<file path="config.mk">
export PLATFORM = sky130hd
export DESIGN_NAME = rbsi_resolve
export DESIGN_NICKNAME = d
export VERILOG_FILES = /design/src/sv/rbsi_pkg.sv /design/src/sv/rbsi_resolve.sv
export SDC_FILE = /design/constraint.sdc
export NUM_CORES = 1
export LEC_CHECK = 0
export ABC_AREA = 1
export CORE_AREA = 3 3 290 292
export CTS_CLUSTER_SIZE = 10
export DETAILED_ROUTE_END_ITERATION = 6
export DIE_AREA = 0 0 293 295
export DONT_BUFFER_PORTS = 1
export SYNTH_ARGS = -nofsm -noshare
export SYNTH_HDL_FRONTEND = slang
export SYNTH_SLANG_ARGS = --single-unit
</file>
<file path="constraint.sdc">
create_clock -name i_clk -period 14.9 [get_ports i_clk]
set_input_delay 0.745 -clock i_clk [delete_from_list [all_inputs] [get_ports i_clk]]
set_output_delay 0.745 -clock i_clk [all_outputs]
set_load 0.1 [all_outputs]
</file>
<file path="src/sv/rbsi_pkg.sv">
package rbsi_pkg;

    // Quotient magnitude bits kept by the divider (enough to see saturation).
    localparam int QB      = 33;
    // Divider depth: one input stage, one stage per quotient bit, one output stage.
    localparam int DIV_LAT = QB + 2;

    localparam logic signed [31:0] S32_MAX = 32'sh7fff_ffff;
    localparam logic signed [31:0] S32_MIN = 32'sh8000_0000;

    localparam logic [2:0] FACE_NONE  = 3'd0;
    localparam logic [2:0] FACE_NEG_X = 3'd1;
    localparam logic [2:0] FACE_POS_X = 3'd2;
    localparam logic [2:0] FACE_NEG_Y = 3'd3;
    localparam logic [2:0] FACE_POS_Y = 3'd4;
    localparam logic [2:0] FACE_NEG_Z = 3'd5;
    localparam logic [2:0] FACE_POS_Z = 3'd6;

    typedef struct packed {
        logic signed [31:0] box_center_x;
        logic signed [31:0] box_center_y;
        logic signed [31:0] box_center_z;
        logic [30:0]        box_half_x;
        logic [30:0]        box_half_y;
        logic [30:0]        box_half_z;
        logic signed [31:0] origin_x;
        logic signed [31:0] origin_y;
        logic signed [31:0] origin_z;
        logic signed [31:0] dir_x;
        logic signed [31:0] dir_y;
        logic signed [31:0] dir_z;
    } t_in_word;

    typedef struct packed {
        logic               is_hit;
        logic signed [31:0] near_param;
        logic signed [31:0] hit_x;
        logic signed [31:0] hit_y;
        logic signed [31:0] hit_z;
        logic [2:0]         face_code;
    } t_out_word;

    // One magnitude division request: remainder seed, low numerator bits, divisor, sign and overflow flags.
    typedef struct packed {
        logic [QB-1:0] num_low;
        logic [QB-1:0] rem0;
        logic [31:0]   den;
        logic          neg;
        logic          ovf;
    } t_div_req;

    // Per-item data that rides beside the dividers.
    typedef struct packed {
        logic [2:0][31:0] o;
        logic [2:0][31:0] d;
        logic             slab_miss;
    } t_side;

    typedef struct packed {
        logic             miss;
        logic [31:0]      near;
        logic [2:0]       face;
        logic [2:0][31:0] o;
        logic [2:0][31:0] d;
    } t_res;

endpackage

</file>
<file path="src/sv/rbsi_resolve.sv">
module rbsi_resolve
    import rbsi_pkg::*;
(
    input  logic             i_clk,
    input  logic             i_rst_n,
    input  logic             i_en,
    input  logic             i_valid,
    input  t_side            i_side,
    input  logic [2:0][31:0] i_t_lo,
    input  logic [2:0][31:0] i_t_hi,
    output logic             o_valid,
    output t_res             o_res
);

    logic             r1_valid, r2_valid, r3_valid;
    logic [2:0][31:0] r1_entry, r1_exit, r2_entry;
    logic [2:0]       r1_lim, r2_lim;
    t_side            r1_side, r2_side;
    logic [31:0]      r2_near, r2_far;
    t_res             r3_res;

    logic [2:0][31:0] n1_entry, n1_exit;
    logic [2:0]       n1_lim;
    logic [31:0]      n2_near, n2_far;
    logic [2:0]       n3_face;
    logic             n3_miss;

    always_comb begin
        for (int a = 0; a < 3; a++) begin
            n1_lim[a] = i_side.d[a] != 32'd0;
            if ($signed(i_t_lo[a]) < $signed(i_t_hi[a])) begin
                n1_entry[a] = i_t_lo[a];
                n1_exit[a]  = i_t_hi[a];
            end else begin
                n1_entry[a] = i_t_hi[a];
                n1_exit[a]  = i_t_lo[a];
            end
        end
    end

    always_comb begin
        n2_near = S32_MIN;
        n2_far  = S32_MAX;
        for (int a = 0; a < 3; a++) begin
            if (r1_lim[a] && $signed(r1_entry[a]) > $signed(n2_near)) n2_near = r1_entry[a];
            if (r1_lim[a] && $signed(r1_exit[a]) < $signed(n2_far)) n2_far = r1_exit[a];
        end
    end

    always_comb begin
        n3_miss = r2_side.slab_miss || ($signed(r2_near) > $signed(r2_far)) || r2_far[31];
        priority if (r2_lim[0] && r2_entry[0] == r2_near) begin
            n3_face = r2_side.d[0][31] ? FACE_POS_X : FACE_NEG_X;
        end else if (r2_lim[1] && r2_entry[1] == r2_near) begin
            n3_face = r2_side.d[1][31] ? FACE_POS_Y : FACE_NEG_Y;
        end else if (r2_lim[2] && r2_entry[2] == r2_near) begin
            n3_face = r2_side.d[2][31] ? FACE_POS_Z : FACE_NEG_Z;
        end else begin
            n3_face = FACE_NONE;
        end
    end

    always_ff @(posedge i_clk) begin
        if (!i_rst_n) begin
            r1_valid <= 1'b0;
            r2_valid <= 1'b0;
            r3_valid <= 1'b0;
        end else if (i_en) begin
            r1_valid <= i_valid;
            r2_valid <= r1_valid;
            r3_valid <= r2_valid;
        end
    end

    always_ff @(posedge i_clk) begin
        if (i_en) begin
            r1_entry    <= n1_entry;
            r1_exit     <= n1_exit;
            r1_lim      <= n1_lim;
            r1_side     <= i_side;
            r2_entry    <= r1_entry;
            r2_lim      <= r1_lim;
            r2_side     <= r1_side;
            r2_near     <= n2_near;
            r2_far      <= n2_far;
            r3_res.miss <= n3_miss;
            r3_res.near <= r2_near;
            r3_res.face <= n3_face;
            r3_res.o    <= r2_side.o;
            r3_res.d    <= r2_side.d;
        end
    end

    assign o_valid = r3_valid;
    assign o_res   = r3_res;

endmodule

</file>
# After elaboration in Yosys (flattened, before gate mapping)

Index checks and enable logic that the tools add are counted.

Bits of input ports: 389
Register bits after elaboration: 975
Word-level logic and storage cells: 84

Equal/unequal tests: 3
Magnitude comparators: 10
Multiplexer cells: 18
Reductions and logical operators: 14

Operators with widths:

| cell                   | number |
|---|---|
| $mux W32               | 12 |
| $lt A32 B32 Y1         | 5 |
| $eq A32 B32 Y1         | 3 |
| $gt A32 B32 Y1         | 3 |
| $reduce_bool A32 Y1    | 3 |
| $gt A32 B32 Y1 const B | 1 |
| $lt A32 B32 Y1 const B | 1 |
| $mux W3                | 4 |
| $logic_and A1 B1 Y1    | 9 |
| $mux W2                | 2 |
| $logic_or A1 B1 Y1     | 2 |

# Logic depth before layout (Yosys ltp)

Depth after elaboration: 9
Gate-level depth with buffers: 43
Mapped depth without buffers: 39

# Least setup slack after synthesis

Ideal clock, no wire load.

Path kind: register to register
Start: register r1_entry[24] (netlist bit)
End: register r2_near[10], data pin
Buffers on the path: 3
Clock period less this slack: 5.654 ns
Stages on the path, launching flop included: 37
Data required time: 14.633 ns
Library setup time: 0.267 ns
Path slack: 9.246 ns
Data arrival time: 5.387 ns
Cells stage by stage: edfxtp_1 -> nor4_1 -> nand4_1 -> or2_2 -> nand2_1 -> inv_1 -> clkbuf_1 -> nand2_1 -> ha_1 -> inv_1 -> nor2_1 -> nor2_1 -> o21a_1 -> nor3_1 -> o21ai_0 -> nand3_1 -> a211o_1 -> or2_2 -> nand4_1 -> clkbuf_1 -> o21ai_0 -> ha_1 -> nand2_1 -> inv_1 -> nand3_1 -> nor4_1 -> inv_1 -> nor4_1 -> nand2_1 -> o22ai_1 -> nor2_1 -> or2_2 -> nand3_1 -> clkinv_1 -> clkbuf_1 -> nand2_1 -> o21ai_0

Longest elaborated chain between the ends: 9

RTL lines:

| element                | RTL line           | source |
|---|---|---|
| from (decl)            | rbsi_resolve.sv:16 | `logic [2:0][31:0] r1_entry, r1_exit, r2_entry;` |
| from (signal assigned) | rbsi_resolve.sv:77 | `r1_entry <= n1_entry;` |
| $gt A32 B32 Y1         | rbsi_resolve.sv:45 | `if (r1_lim[a] && $signed(r1_entry[a]) > $signed(n2_near)) n2_near = r1_entry[a];` |
| $logic_and A1 B1 Y1    | rbsi_resolve.sv:45 |  |
| $mux W32 *             | rbsi_resolve.sv:45 |  |
| $gt A32 B32 Y1         | rbsi_resolve.sv:45 |  |
| $logic_and A1 B1 Y1    | rbsi_resolve.sv:45 |  |
| $mux W32 *             | rbsi_resolve.sv:45 |  |
| $gt A32 B32 Y1         | rbsi_resolve.sv:45 |  |
| $logic_and A1 B1 Y1    | rbsi_resolve.sv:45 |  |
| $mux W32 *             | rbsi_resolve.sv:45 |  |
| net n2_near[10]        | rbsi_resolve.sv:24 | `logic [31:0] n2_near, n2_far;` |
| to (signal assigned)   | rbsi_resolve.sv:84 | `r2_near <= n2_near;` |
| to (decl)              | rbsi_resolve.sv:19 | `logic [31:0] r2_near, r2_far;` |

The timed path passes the listed nets; every way through them passes the cells marked *.
A chain may end at the register's enable or synchronous reset.

# Final worst setup path

Start: register r1_entry[5] (netlist bit)
End: register r2_near[3], data pin

The elaborated chain is that of the path after synthesis.

==> key figures <==
GRT
  – Largest net degree at the start of global routing: 977
  – Vias in the first global route: 22500
  – All-Layer GR Usage: 24.2%
  – First-pass GRT wire length: 151000 µm
  – Gr ovfl total: 0
  – Initial antenna violation count: 7

Timing
  – RSZ-0062 raised after global routing: no
  – Worst setup margin: 6.75 ns
  – Final Hold Vio Count: 0
  – Setup TNS: 0 ns
  – Final setup fails: 0
  – Worst-Margin Slew: 1.46 ns
  – Period utilization: 54.7%
  – Fmax: 123 MHz
  – Worst Hold Margin: 0.145 ns
  – Slew headroom: 2.69%
  – Max Slew Vio Count: 0
  – Clk_skew: 0.0714 ns
  – Final Critical Period: 8.15 ns

Placement
  – Area post-placement: 41900 µm²
  – Pre-CTS setup slack: 6.82 ns
  – Port Buffers: 0
  – Cells after DPL: 3992
  – Final HPWL DP: 81700 µm
  – Routability cong.: 0.913

Synthesis
  – Main area contributors after synthesis: edfxtp_1, ha_1, nand2_1
  – Adder-cell share of the synthesized area: 7.69%
  – Yosys top cell by area: edfxtp_1
  – Largest family of logic cells by synthesized area: simple AND/OR/NAND/NOR gates
  – Post-Synth XOR/XNOR Area: 0.815%
  – Compound-Gate Fraction of Synth Area: 7.61%
  – Mapped Avg Cell Area: 13.6 µm²
  – FFs w/ async S/R, synth: 0%
  – Distinct cell type count after synthesis: 47
  – Mapped Nets: 3634
  – Seq/Total Area, Yosys: 71.7%
  – Portion of netlist area occupied by mux cells: 0%
  – Flops & latches, synth: 975
  – Area share of the largest cell type after synthesis: 71.5%
  – Synth Cell Area: 40800 µm²
  – Synth Warn #: 0
  – Post-synth EDFFs: 972
  – Top FF cell, synth: edfxtp_1
  – Synth Area in Simple Gates: 8.91%
  – Synth Instances: 2994

Critical path
  – CP max stage delay: 0.71 ns
  – Critical path class: flop to flop
  – Critical path fanouts, max: 32
  – Worst Path Arrival: 8.51 ns
  – CP max-delay cell: o21ai_0
  – Critical path required time: 15.26 ns
  – Critical Path Sink Type: flop
  – Startpoint types: flop
  – Most used cell, CP: nand2_1

Clocking
  – CTS Buffer Depth: 3
  – CTS Root Cell: clkbuf_16
  – Post-CTS setup repair buffer count: 0
  – CTS Sinks: 975
  – Worst-path clk slew: 0.06 ns
  – Worst-Skew Late Latency: 0.69 ns
  – CTS H-tree lvls: 3
  – CTS tree: done
  – Resize count post-CTS: 0
  – Number of buffers created by CTS: 111
  – # hold bufs at CTS: 0

Pwr
  – Peak supply drop: 0.115 mV
  – Power Total: 7.44 mW
  – Leakage: 17.2 nW
  – Power per cell area: 165 nW/µm²

Finish
  – Ratio of cells with drive above 1 in the final layout: 6.45%
  – Number of fillers in the final layout: 6619
  – Commonest non-fill, non-tap cell in the layout: edfxtp_1
  – Nets: 3679
  – Fin area: 45100 µm²
  – Utilization after layout: 55.1%
  – Commonest cells after routing, fill and taps aside: edfxtp_1, nand2_1, inv_1
  – Layout Cells excl Fill: 4139
  – Area Overhead vs Synth: 10.5%

Route
  – Routed WL: 108000 µm
  – First drt pass iteration count: 6
  – Vias per Instance: 5.73
  – Residual DRC: 0
  – DR vias: 23700
  – ANT nets after route: 0
  – Starting DRC count in detailed routing: 2327
  – Routed len/inst: 26.1 µm

Worst hold path
  – Hold WC Path Type: input pin to flop

Floorplanning
  – Core area: 81800 µm²
  – Die Width: 293 µm
  – Die area: 86400 µm²
  – Initial core utilization: 49.9%
  – Row cnt: 105
  – I/O pin total: 618
  – Die Y-Extent: 295 µm

Status
  – Outcome: finished clean

Run
  – Max_cap viols: 0
## layout make-up
class,instances,area [µm²],share of cell area (%)
flip-flops and latches,975,29200,64.9
multi-input cells,1675,10200,22.7
diodes,1,2.50,0.00555
inverters,265,995,2.21
well taps,1070,1340,2.97
repair buffers,11,163,0.361
clock buffers,124,2830,6.27
clock inverters,18,265,0.588
## where the power goes
part           internal [mW]  switching (mW)  total (mW)
Combinational          0.343           0.688        1.03
Clock                   1.35            1.01        2.36
Sequential              3.43           0.628        4.05
Total                   5.12            2.33        7.44
## kinds of logic (layout without fill, tap and decap cells)
family	Yosys count	after routing
other	0	1
xor gates and xnor gates	38	38
DFF	975	975
and+or+nand+nor	823	823
adders and majority gates	251	251
buffers and inverters	344	418
AOI/OAI and AO/OA	563	563
## cell usage after synthesis, drive strengths merged, types with 17 or more instances
master and instances:
clkbuf 60, nand2 448, edfxtp 972, o21ai 265
a211oi 18, or2 17, nand3 34, a21oi 196
xnor2 17, nand4 66, xor2 21, nor4 48
inv 264, buf 19, nor2 191, ha 251
## routing by layer
metal,vias to the layer above,share of wire [%],GRT usage (%)
met5,-,0.014,0
met4,2,4.5,10.8
met3,215,7.8,5.37
met2,1011,48,40.1
met1,11500,39,30.8
li1,11000,-,-
## state kept, by name (all words and copies together), names as in the netlist, 3 cells and up
| signal | flops |
|---|---|
| r1_lim | 3 |
| r2_near | 32 |
| r2_entry | 96 |
| r2_lim | 3 |
| o_res | 228 |
| r1_side | 193 |
| r2_side | 193 |
| r2_far | 32 |
| r1_entry | 96 |
| r1_exit | 96 |
## critical path: cells and delay by family (launching register included)
| family | cells | cell delay [ns] |
|---|---|---|
| adders and majority gates | 2 | 0.37 |
| AOI/OAI and AO/OA | 4 | 1.16 |
| buffers and inverters | 5 | 1.66 |
| and+or+nand+nor | 19 | 4.23 |
| DFF | 1 | 0.42 |
## worst paths after layout
check              start      endpoint  slack, ns  depth (start not counted)
min          i_side[181]  r1_side[181]       0.14                          0
min reg2reg  r2_side[78]     o_res[77]       0.37                          0
max reg2reg  r1_entry[5]    r2_near[3]       6.75                         30
max          r1_entry[5]    r2_near[3]       6.75                         30
Power figures use the tool's default switching activity.
