<file path="src/sv/rbsi_pkg.sv">
package rbsi_pkg;

    // Quotient magnitude bits kept by the divider (enough to see saturation).
    localparam int QB      = 33;
    // Divider depth: one input stage, one stage per quotient bit, one output stage.
    localparam int DIV_LAT = QB + 2;

    localparam logic signed [31:0] S32_MAX = 32'sh7fff_ffff;
    localparam logic signed [31:0] S32_MIN = 32'sh8000_0000;

    localparam logic [2:0] FACE_NONE  = 3'd0;
    localparam logic [2:0] FACE_NEG_X = 3'd1;
    localparam logic [2:0] FACE_POS_X = 3'd2;
    localparam logic [2:0] FACE_NEG_Y = 3'd3;
    localparam logic [2:0] FACE_POS_Y = 3'd4;
    localparam logic [2:0] FACE_NEG_Z = 3'd5;
    localparam logic [2:0] FACE_POS_Z = 3'd6;

    typedef struct packed {
        logic signed [31:0] box_center_x;
        logic signed [31:0] box_center_y;
        logic signed [31:0] box_center_z;
        logic [30:0]        box_half_x;
        logic [30:0]        box_half_y;
        logic [30:0]        box_half_z;
        logic signed [31:0] origin_x;
        logic signed [31:0] origin_y;
        logic signed [31:0] origin_z;
        logic signed [31:0] dir_x;
        logic signed [31:0] dir_y;
        logic signed [31:0] dir_z;
    } t_in_word;

    typedef struct packed {
        logic               is_hit;
        logic signed [31:0] near_param;
        logic signed [31:0] hit_x;
        logic signed [31:0] hit_y;
        logic signed [31:0] hit_z;
        logic [2:0]         face_code;
    } t_out_word;

    // One magnitude division request: remainder seed, low numerator bits, divisor, sign and overflow flags.
    typedef struct packed {
        logic [QB-1:0] num_low;
        logic [QB-1:0] rem0;
        logic [31:0]   den;
        logic          neg;
        logic          ovf;
    } t_div_req;

    // Per-item data that rides beside the dividers.
    typedef struct packed {
        logic [2:0][31:0] o;
        logic [2:0][31:0] d;
        logic             slab_miss;
    } t_side;

    typedef struct packed {
        logic             miss;
        logic [31:0]      near;
        logic [2:0]       face;
        logic [2:0][31:0] o;
        logic [2:0][31:0] d;
    } t_res;

endpackage

</file>
<file path="src/sv/rbsi_prep.sv">
module rbsi_prep
    import rbsi_pkg::*;
#(
    parameter int FRAC_BITS = 16
) (
    input  logic                i_clk,
    input  logic                i_rst_n,
    input  logic                i_en,
    input  logic                i_valid,
    input  t_in_word            i_word,
    output logic                o_valid,
    output t_div_req [2:0]      o_req_lo,
    output t_div_req [2:0]      o_req_hi,
    output t_side               o_side
);

    localparam int NW = 35 + FRAC_BITS;
    localparam int RW = NW - QB;

    logic [2:0][31:0] c_v, o_v, d_v;
    logic [2:0][30:0] h_v;
    logic [2:0][34:0] n1_dlo, n1_dhi;

    logic             r1_valid;
    logic [2:0][34:0] r1_dlo, r1_dhi;
    logic [2:0][31:0] r1_o, r1_d;

    logic             r2_valid;
    t_div_req [2:0]   r2_req_lo, r2_req_hi;
    t_side            r2_side;
    t_div_req [2:0]   n2_req_lo, n2_req_hi;
    logic             n2_miss;

    function automatic t_div_req mk_req(input logic [34:0] diff, input logic [31:0] d);
        logic [34:0]   mag;
        logic [31:0]   dmag;
        logic [NW-1:0] num;
        logic [RW-1:0] r0;
        t_div_req      q;
        mag       = diff[34] ? (~diff + 35'd1) : diff;
        dmag      = d[31] ? (~d + 32'd1) : d;
        num       = {mag, {FRAC_BITS{1'b0}}};
        r0        = num[NW-1:QB];
        q.num_low = num[QB-1:0];
        q.rem0    = QB'(r0);
        q.den     = dmag;
        q.neg     = diff[34] ^ d[31];
        q.ovf     = QB'(r0) >= {1'b0, dmag};
        return q;
    endfunction

    assign c_v = {i_word.box_center_z, i_word.box_center_y, i_word.box_center_x};
    assign h_v = {i_word.box_half_z, i_word.box_half_y, i_word.box_half_x};
    assign o_v = {i_word.origin_z, i_word.origin_y, i_word.origin_x};
    assign d_v = {i_word.dir_z, i_word.dir_y, i_word.dir_x};

    always_comb begin
        for (int a = 0; a < 3; a++) begin
            n1_dlo[a] = {{3{c_v[a][31]}}, c_v[a]} - {4'b0, h_v[a]} - {{3{o_v[a][31]}}, o_v[a]};
            n1_dhi[a] = {{3{c_v[a][31]}}, c_v[a]} + {4'b0, h_v[a]} - {{3{o_v[a][31]}}, o_v[a]};
        end
    end

    always_comb begin
        n2_miss = 1'b0;
        for (int a = 0; a < 3; a++) begin
            n2_req_lo[a] = mk_req(r1_dlo[a], r1_d[a]);
            n2_req_hi[a] = mk_req(r1_dhi[a], r1_d[a]);
            // zero direction: origin must lie inside the slab
            if (r1_d[a] == 32'd0 &&
                !((r1_dlo[a][34] || r1_dlo[a] == 35'd0) && !r1_dhi[a][34])) begin
                n2_miss = 1'b1;
            end
        end
    end

    always_ff @(posedge i_clk) begin
        if (!i_rst_n) begin
            r1_valid <= 1'b0;
            r2_valid <= 1'b0;
        end else if (i_en) begin
            r1_valid <= i_valid;
            r2_valid <= r1_valid;
        end
    end

    always_ff @(posedge i_clk) begin
        if (i_en) begin
            r1_dlo            <= n1_dlo;
            r1_dhi            <= n1_dhi;
            r1_o              <= o_v;
            r1_d              <= d_v;
            r2_req_lo         <= n2_req_lo;
            r2_req_hi         <= n2_req_hi;
            r2_side.o         <= r1_o;
            r2_side.d         <= r1_d;
            r2_side.slab_miss <= n2_miss;
        end
    end

    assign o_valid  = r2_valid;
    assign o_req_lo = r2_req_lo;
    assign o_req_hi = r2_req_hi;
    assign o_side   = r2_side;

endmodule

</file>
<file path="config.mk">
export PLATFORM = sky130hd
export DESIGN_NAME = rbsi_prep
export DESIGN_NICKNAME = d
export VERILOG_FILES = /design/src/sv/rbsi_pkg.sv /design/src/sv/rbsi_prep.sv
export SDC_FILE = /design/constraint.sdc
export NUM_CORES = 2
export LEC_CHECK = 0
export BUFFER_PORTS_ARGS = -buffer_cell sky130_fd_sc_hd__buf_2
export CORE_AREA = 4 4 453 455
export DETAILED_ROUTE_END_ITERATION = 8
export DIE_AREA = 0 0 457 459
export GPL_TIMING_DRIVEN = 0
export PLACE_DENSITY = 0.46
export SLEW_MARGIN = 15
export SYNTH_ARGS = -nofsm -noshare
export SYNTH_HDL_FRONTEND = slang
export SYNTH_SLANG_ARGS = --single-unit
export TNS_END_PERCENT = 10
</file>
<file path="constraint.sdc">
create_clock -name i_clk -period 4.9 [get_ports i_clk]
set_clock_uncertainty 0.05 [all_clocks]
set_input_delay 0.49 -clock i_clk [delete_from_list [all_inputs] [get_ports i_clk]]
set_output_delay 0.49 -clock i_clk [all_outputs]
set_load 0.02 [all_outputs]
</file>
; After elaboration in Yosys (flattened, before gate mapping)
; Index checks and enable logic that the tools add are counted.
[word_totals]
ff_bits = 915
in_bits = 385
out_inout_bits = 794
[op_classes]
addsub = 21
n_lt_le_gt_ge = 6
mux = 10
bitwise = 15
n_reduce_logical = 22
[op_table]
columns = cell, n
row1 = "35-bit by 1-bit adder with 35-bit output, second input constant", 6
row2 = 35-bit 2-to-1 mux, 6
row3 = 35-bit inverter, 6
row4 = 33-bit by 32-bit subtractor with 34-bit output, 6
row5 = 18-bit by 32-bit >= comparator with 1-bit output, 6
row6 = 35-bit zero test, 3
row7 = 32-bit by 32-bit adder with 33-bit output, 3
row8 = 32-bit by 32-bit subtractor with 33-bit output, 3
row9 = "32-bit by 1-bit adder with 32-bit output, second input constant", 3
row10 = 32-bit zero test, 3
row11 = 32-bit 2-to-1 mux, 3
row12 = 32-bit inverter, 3
row13 = 1-bit logical AND, 6
row14 = 1-bit zero test, 6
row15 = 1-bit XOR, 6
row16 = 1-bit logical OR, 3
row17 = 2-bit OR reduction, 1
row18 = 1-bit 2-to-1 mux, 1

; Depth between registers and ports, before layout
[logic_depth]
depth_word = 6
mapped_depth = 19
mapped_depth_nobuf = 19

; Worst setup path after synthesis
; OpenSTA, ideal clock, no wires.
[synth_timing]
path_kind = in2reg
start = input port i_word[96] (netlist name)
end = register r1_dlo[102] (netlist name), data pin
setup_ns = 0.259
arrival_time_ns = 4.280
required_ns = 4.591
path_slack_ns = 0.311
cell_stages = 16
n_path_buf = 0
cell_sequence = fa_1 inv_1 ha_1 or2_2 fa_1 a21o_1 a21o_1 a21oi_1 o21ai_0 a221o_1 a41oi_1 o31ai_1 o41ai_1 o21ai_0 a21o_1 xnor2_1
[synth_rtl]
columns = item, line
row1 = from (decl), rbsi_prep.sv:10  ; input t_in_word i_word,
row2 = to (signal assigned), rbsi_prep.sv:89  ; r1_dlo <= n1_dlo;
row3 = to (decl), rbsi_prep.sv:25  ; logic [2:0][34:0] r1_dlo, r1_dhi;

==> summary.md <==
| Metric | Value |
|---|---|
| Critical path's top delay family | simple AND/OR/NAND/NOR gates |
| Critical path buffers and inverters | 0 |
| Setup_tns | -37.24 ps |
| Most used cell, CP | or3_1 |
| CTS Sinks | 906 |
| CTS tree | yes |
| VDD IR-drop max | between 0.2 and 0.3 mV |
| Placed cells | 8257 |
| Dpl ws | -897.6 ps |
| Die area | roughly 210000 um^2 |
| Cell variety after synth | 84 |
| Cell Area, Synth | between 50000 and 60000 um^2 |
| RePlAce Congestion | 0.8561 |
| Min-Delay Path Class | input pin to flop |
| Synthesis-to-finish area growth | 29.02% |
| Avg Cell Area, Syn | between 10 and 15 um^2 |
| Post-route DRC violation count | 0 |
| Worst Tran Pin Value | 998.1 ps |
| Critical path fanouts, max | 4 |
| Met1 usage | 0.2255 |
| GRT Max-Usage Layer | met2 |
| Die height | roughly 460 um |
| Buffers added on ports | 992 |
| Synth area leader | edfxtp_1 |
| Final setup margin | -37.24 ps |
| Sequential share of the synthesized area | 0.5129 |
| Vias per inst | between 4 and 5 |
| Most frequent cells after synthesis | 904 x edfxtp_1, 601 x inv_1, 355 x xnor2_1 |
| Final Util | 0.3398 |
| #FFs+latches synth | around 900 |
| DRT Pass-1 Iters | 5 |
| GR Util met3 | 0.03984 |
| Yosys warnings | 0 |
| Via count | roughly 38000 |
| Detailed Route WL | roughly 190 mm |
| # setup viols final | 1 |
| Clock Pin Slew Worst Setup and Hold Paths | 70 ps |
| FFs w/ async S/R, synth | 0 |
| Startpoint types | flop |
| Row count | about 170 |
| H-tree depth | 3 |
| Ranking of synthesized cells by area | edfxtp_1 51%, ha_1 7.8%, fa_1 7.0%, xnor2_1 5.9%, inv_1 4.3% |
| Tot GR Track Use | 0.1717 |
| CTS root buffer | clkbuf_16 |
| Clk Latency, worst-skew pair | approximately 790 ps |
| Max Fclk | 202.5 MHz |
| Design area | between 60000 and 70000 um^2 |
| Req. time, crit path | between 5000 and 6000 ps |
| Num ports | around 1200 |
| CORE AREA | approximately 200000 um^2 |
| Cell with the most instances after synthesis | edfxtp_1 |
| Drt first-iter violations | 2364 |
| First-pass GRT wire length | between 200 and 300 mm |
| Share of layout cells above drive strength 1 | 0.2600 |
| Slew headroom | 0.3346 |
| Crit path cell chain | or4_1, nor4_2, nand2_1, or3_1, or3_1, or3_1, o31ai_1, xnor2_1, ha_1, nand3_1, nor2_1, a2111oi_0, nand2_1, o221a_2 |
| Critical path class | flop to flop |
| Fillers | 20250 |
| Gr ovfl total | 0 |
| Leakage | 29.64 nW |
| Die X | roughly 460 um |
| Top_reg_cell synth | edfxtp_1 |
| Failing checks | negative setup slack |
| Routed Antenna Nets | 0 |
| Max-slew violations | 0 |
| Largest net degree at the start of global routing | between 100 and 150 |
| Slowest-stage cell, CP | or4_1 |
| GR Layer Usage met2 | 0.2798 |
| Delay of the slowest critical-path stage | a little over 600 ps |
| Final Hold Fails | 0 |
| Total CTS buffers | about 110 |
| Setup crit end kind | flop |
| Vias in the first global route | around 38000 |
| Cell count after synthesis | 4388 |
| WL per Instance | between 20 and 25 um |
| Post-synth EDFFs | 904 |
| Outcome | finished with violations |
| Critical path arrival | roughly 5400 ps |
| Max-cap violations | 0 |
| RSZ-0062 raised after global routing | yes |
| Period minus WS final | about 4900 ps |
| Post-synth top area share | 0.5121 |
| Total power | between 20 and 30 mW |
| Number of antenna violations at the first check in global routing | 71 |
| Fin crit share | 1.008 |
| Final #Nets | about 6800 |
| Placed cell areas | roughly 62000 um^2 |
| Power Dens Cells | between 400 and 500 nW/um^2 |
| Min Hold Slack | around 92 ps |
| Post-DP HPWL | between 150 and 200 mm |
| Post-Layout Cell Count | about 8700 |
| Initial Util | 0.2634 |
| Max Buffers Root-to-Sink | 3 |
## per-layer routing
metal / share of wire / vias to the layer above / wire length, um
met5: 0.00058 / - / 108
met4: 0.037 / 16 / 6869
met3: 0.066 / 284 / 12430
met2: 0.46 / 1277 / 86690
met1: 0.43 / 18360 / 81490
li1: - / 18020 / -
## registers in the layout, indices dropped and copies added, names as in the netlist
| signal | count |
|---|---|
| r1_d | 96 |
| o_req_hi | 207 |
| o_req_lo | 111 |
| r1_dlo | 102 |
| r1_valid | 1 |
| o_valid | 1 |
| o_side | 190 |
| r1_dhi | 102 |
| r1_o | 96 |
## where the power goes
group | internal, mW | switching (mW) | total [mW]
registers | 10.4 | 0.950 | 11.3
clock network | 5.13 | 3.68 | 8.80
logic | 3.52 | 5.69 | 9.21
total | 19.0 | 10.3 | 29.3
## cells by family after synthesis
logic type	after synthesis	share of synthesized area
AOI/OAI and AO/OA	803	0.09989
adders and majority gates	516	0.1481
DFF	906	0.5129
and+or+nand+nor	769	0.07638
xor gates and xnor gates	457	0.07551
muxes	4	0.0008025
other	1	0.00007074
buffers and inverters	932	0.08636
## worst reg2reg max path, delay by kind of cell, from the launching register on
family                     cells  cell delay (ps)
AOI/OAI and AO/OA              3              920
DFF                            1              430
adders and majority gates      1              300
and+or+nand+nor                9             2760
xor gates and xnor gates       1              220
## layout make-up
| cell class | instances | area, um^2 | area share |
|---|---|---|---|
| sequential | 906 | 27190 | 0.3975 |
| multi-input combinational | 2747 | 22190 | 0.3245 |
| timing repair buffer | 1197 | 7147 | 0.1045 |
| tap | 2672 | 3343 | 0.04888 |
| clock buffer | 123 | 2853 | 0.04171 |
| buffer | 331 | 2331 | 0.03408 |
| inverter | 601 | 2256 | 0.03299 |
| clock inverter | 83 | 1007 | 0.01473 |
| antenna | 30 | 75.07 | 0.001098 |
## final timing paths
| path | start | to | slack [ps] | cells past startpoint |
|---|---|---|---|---|
| max | r1_dlo[8]$_DFFE_PP_ | o_req_lo[0]$_DFFE_PP_ | -40 | 14 |
| min | i_word[286] | r1_dlo[70]$_DFFE_PP_ | 90 | 2 |
| max reg2reg | r1_dlo[8]$_DFFE_PP_ | o_req_lo[0]$_DFFE_PP_ | -40 | 14 |
| min reg2reg | r1_o[2]$_DFFE_PP_ | o_side[99]$_DFFE_PP_ | 320 | 0 |
## layout by cell type (no fill, tap or decap), types with 40 or more instances in the layout
| master | n |
|---|---|
| a21o_1 | 126 |
| a21oi_1 | 183 |
| buf_2 | 993 |
| buf_4 | 288 |
| clkbuf_1 | 46 |
| clkbuf_16 | 111 |
| conb_1 | 198 |
| dlygate4sd3_1 | 195 |
| edfxtp_1 | 904 |
| fa_1 | 186 |
| ha_1 | 330 |
| inv_1 | 601 |
| nand2_1 | 221 |
| nand2b_1 | 59 |
| nand3_1 | 42 |
| nor2_1 | 126 |
| nor3_1 | 44 |
| o21ai_0 | 169 |
| o31ai_1 | 80 |
| or3_1 | 40 |
| xnor2_1 | 355 |
| xor2_1 | 101 |
## timing repair
action,in CTS,in global routing
endpoints found under the hold margin,195,0
buffers inserted,1,1
endpoints found under the setup margin,6,20
hold buffers,195,0
resized for setup,20,23
pin swaps,1,3
(Power assumes the default switching activity.)
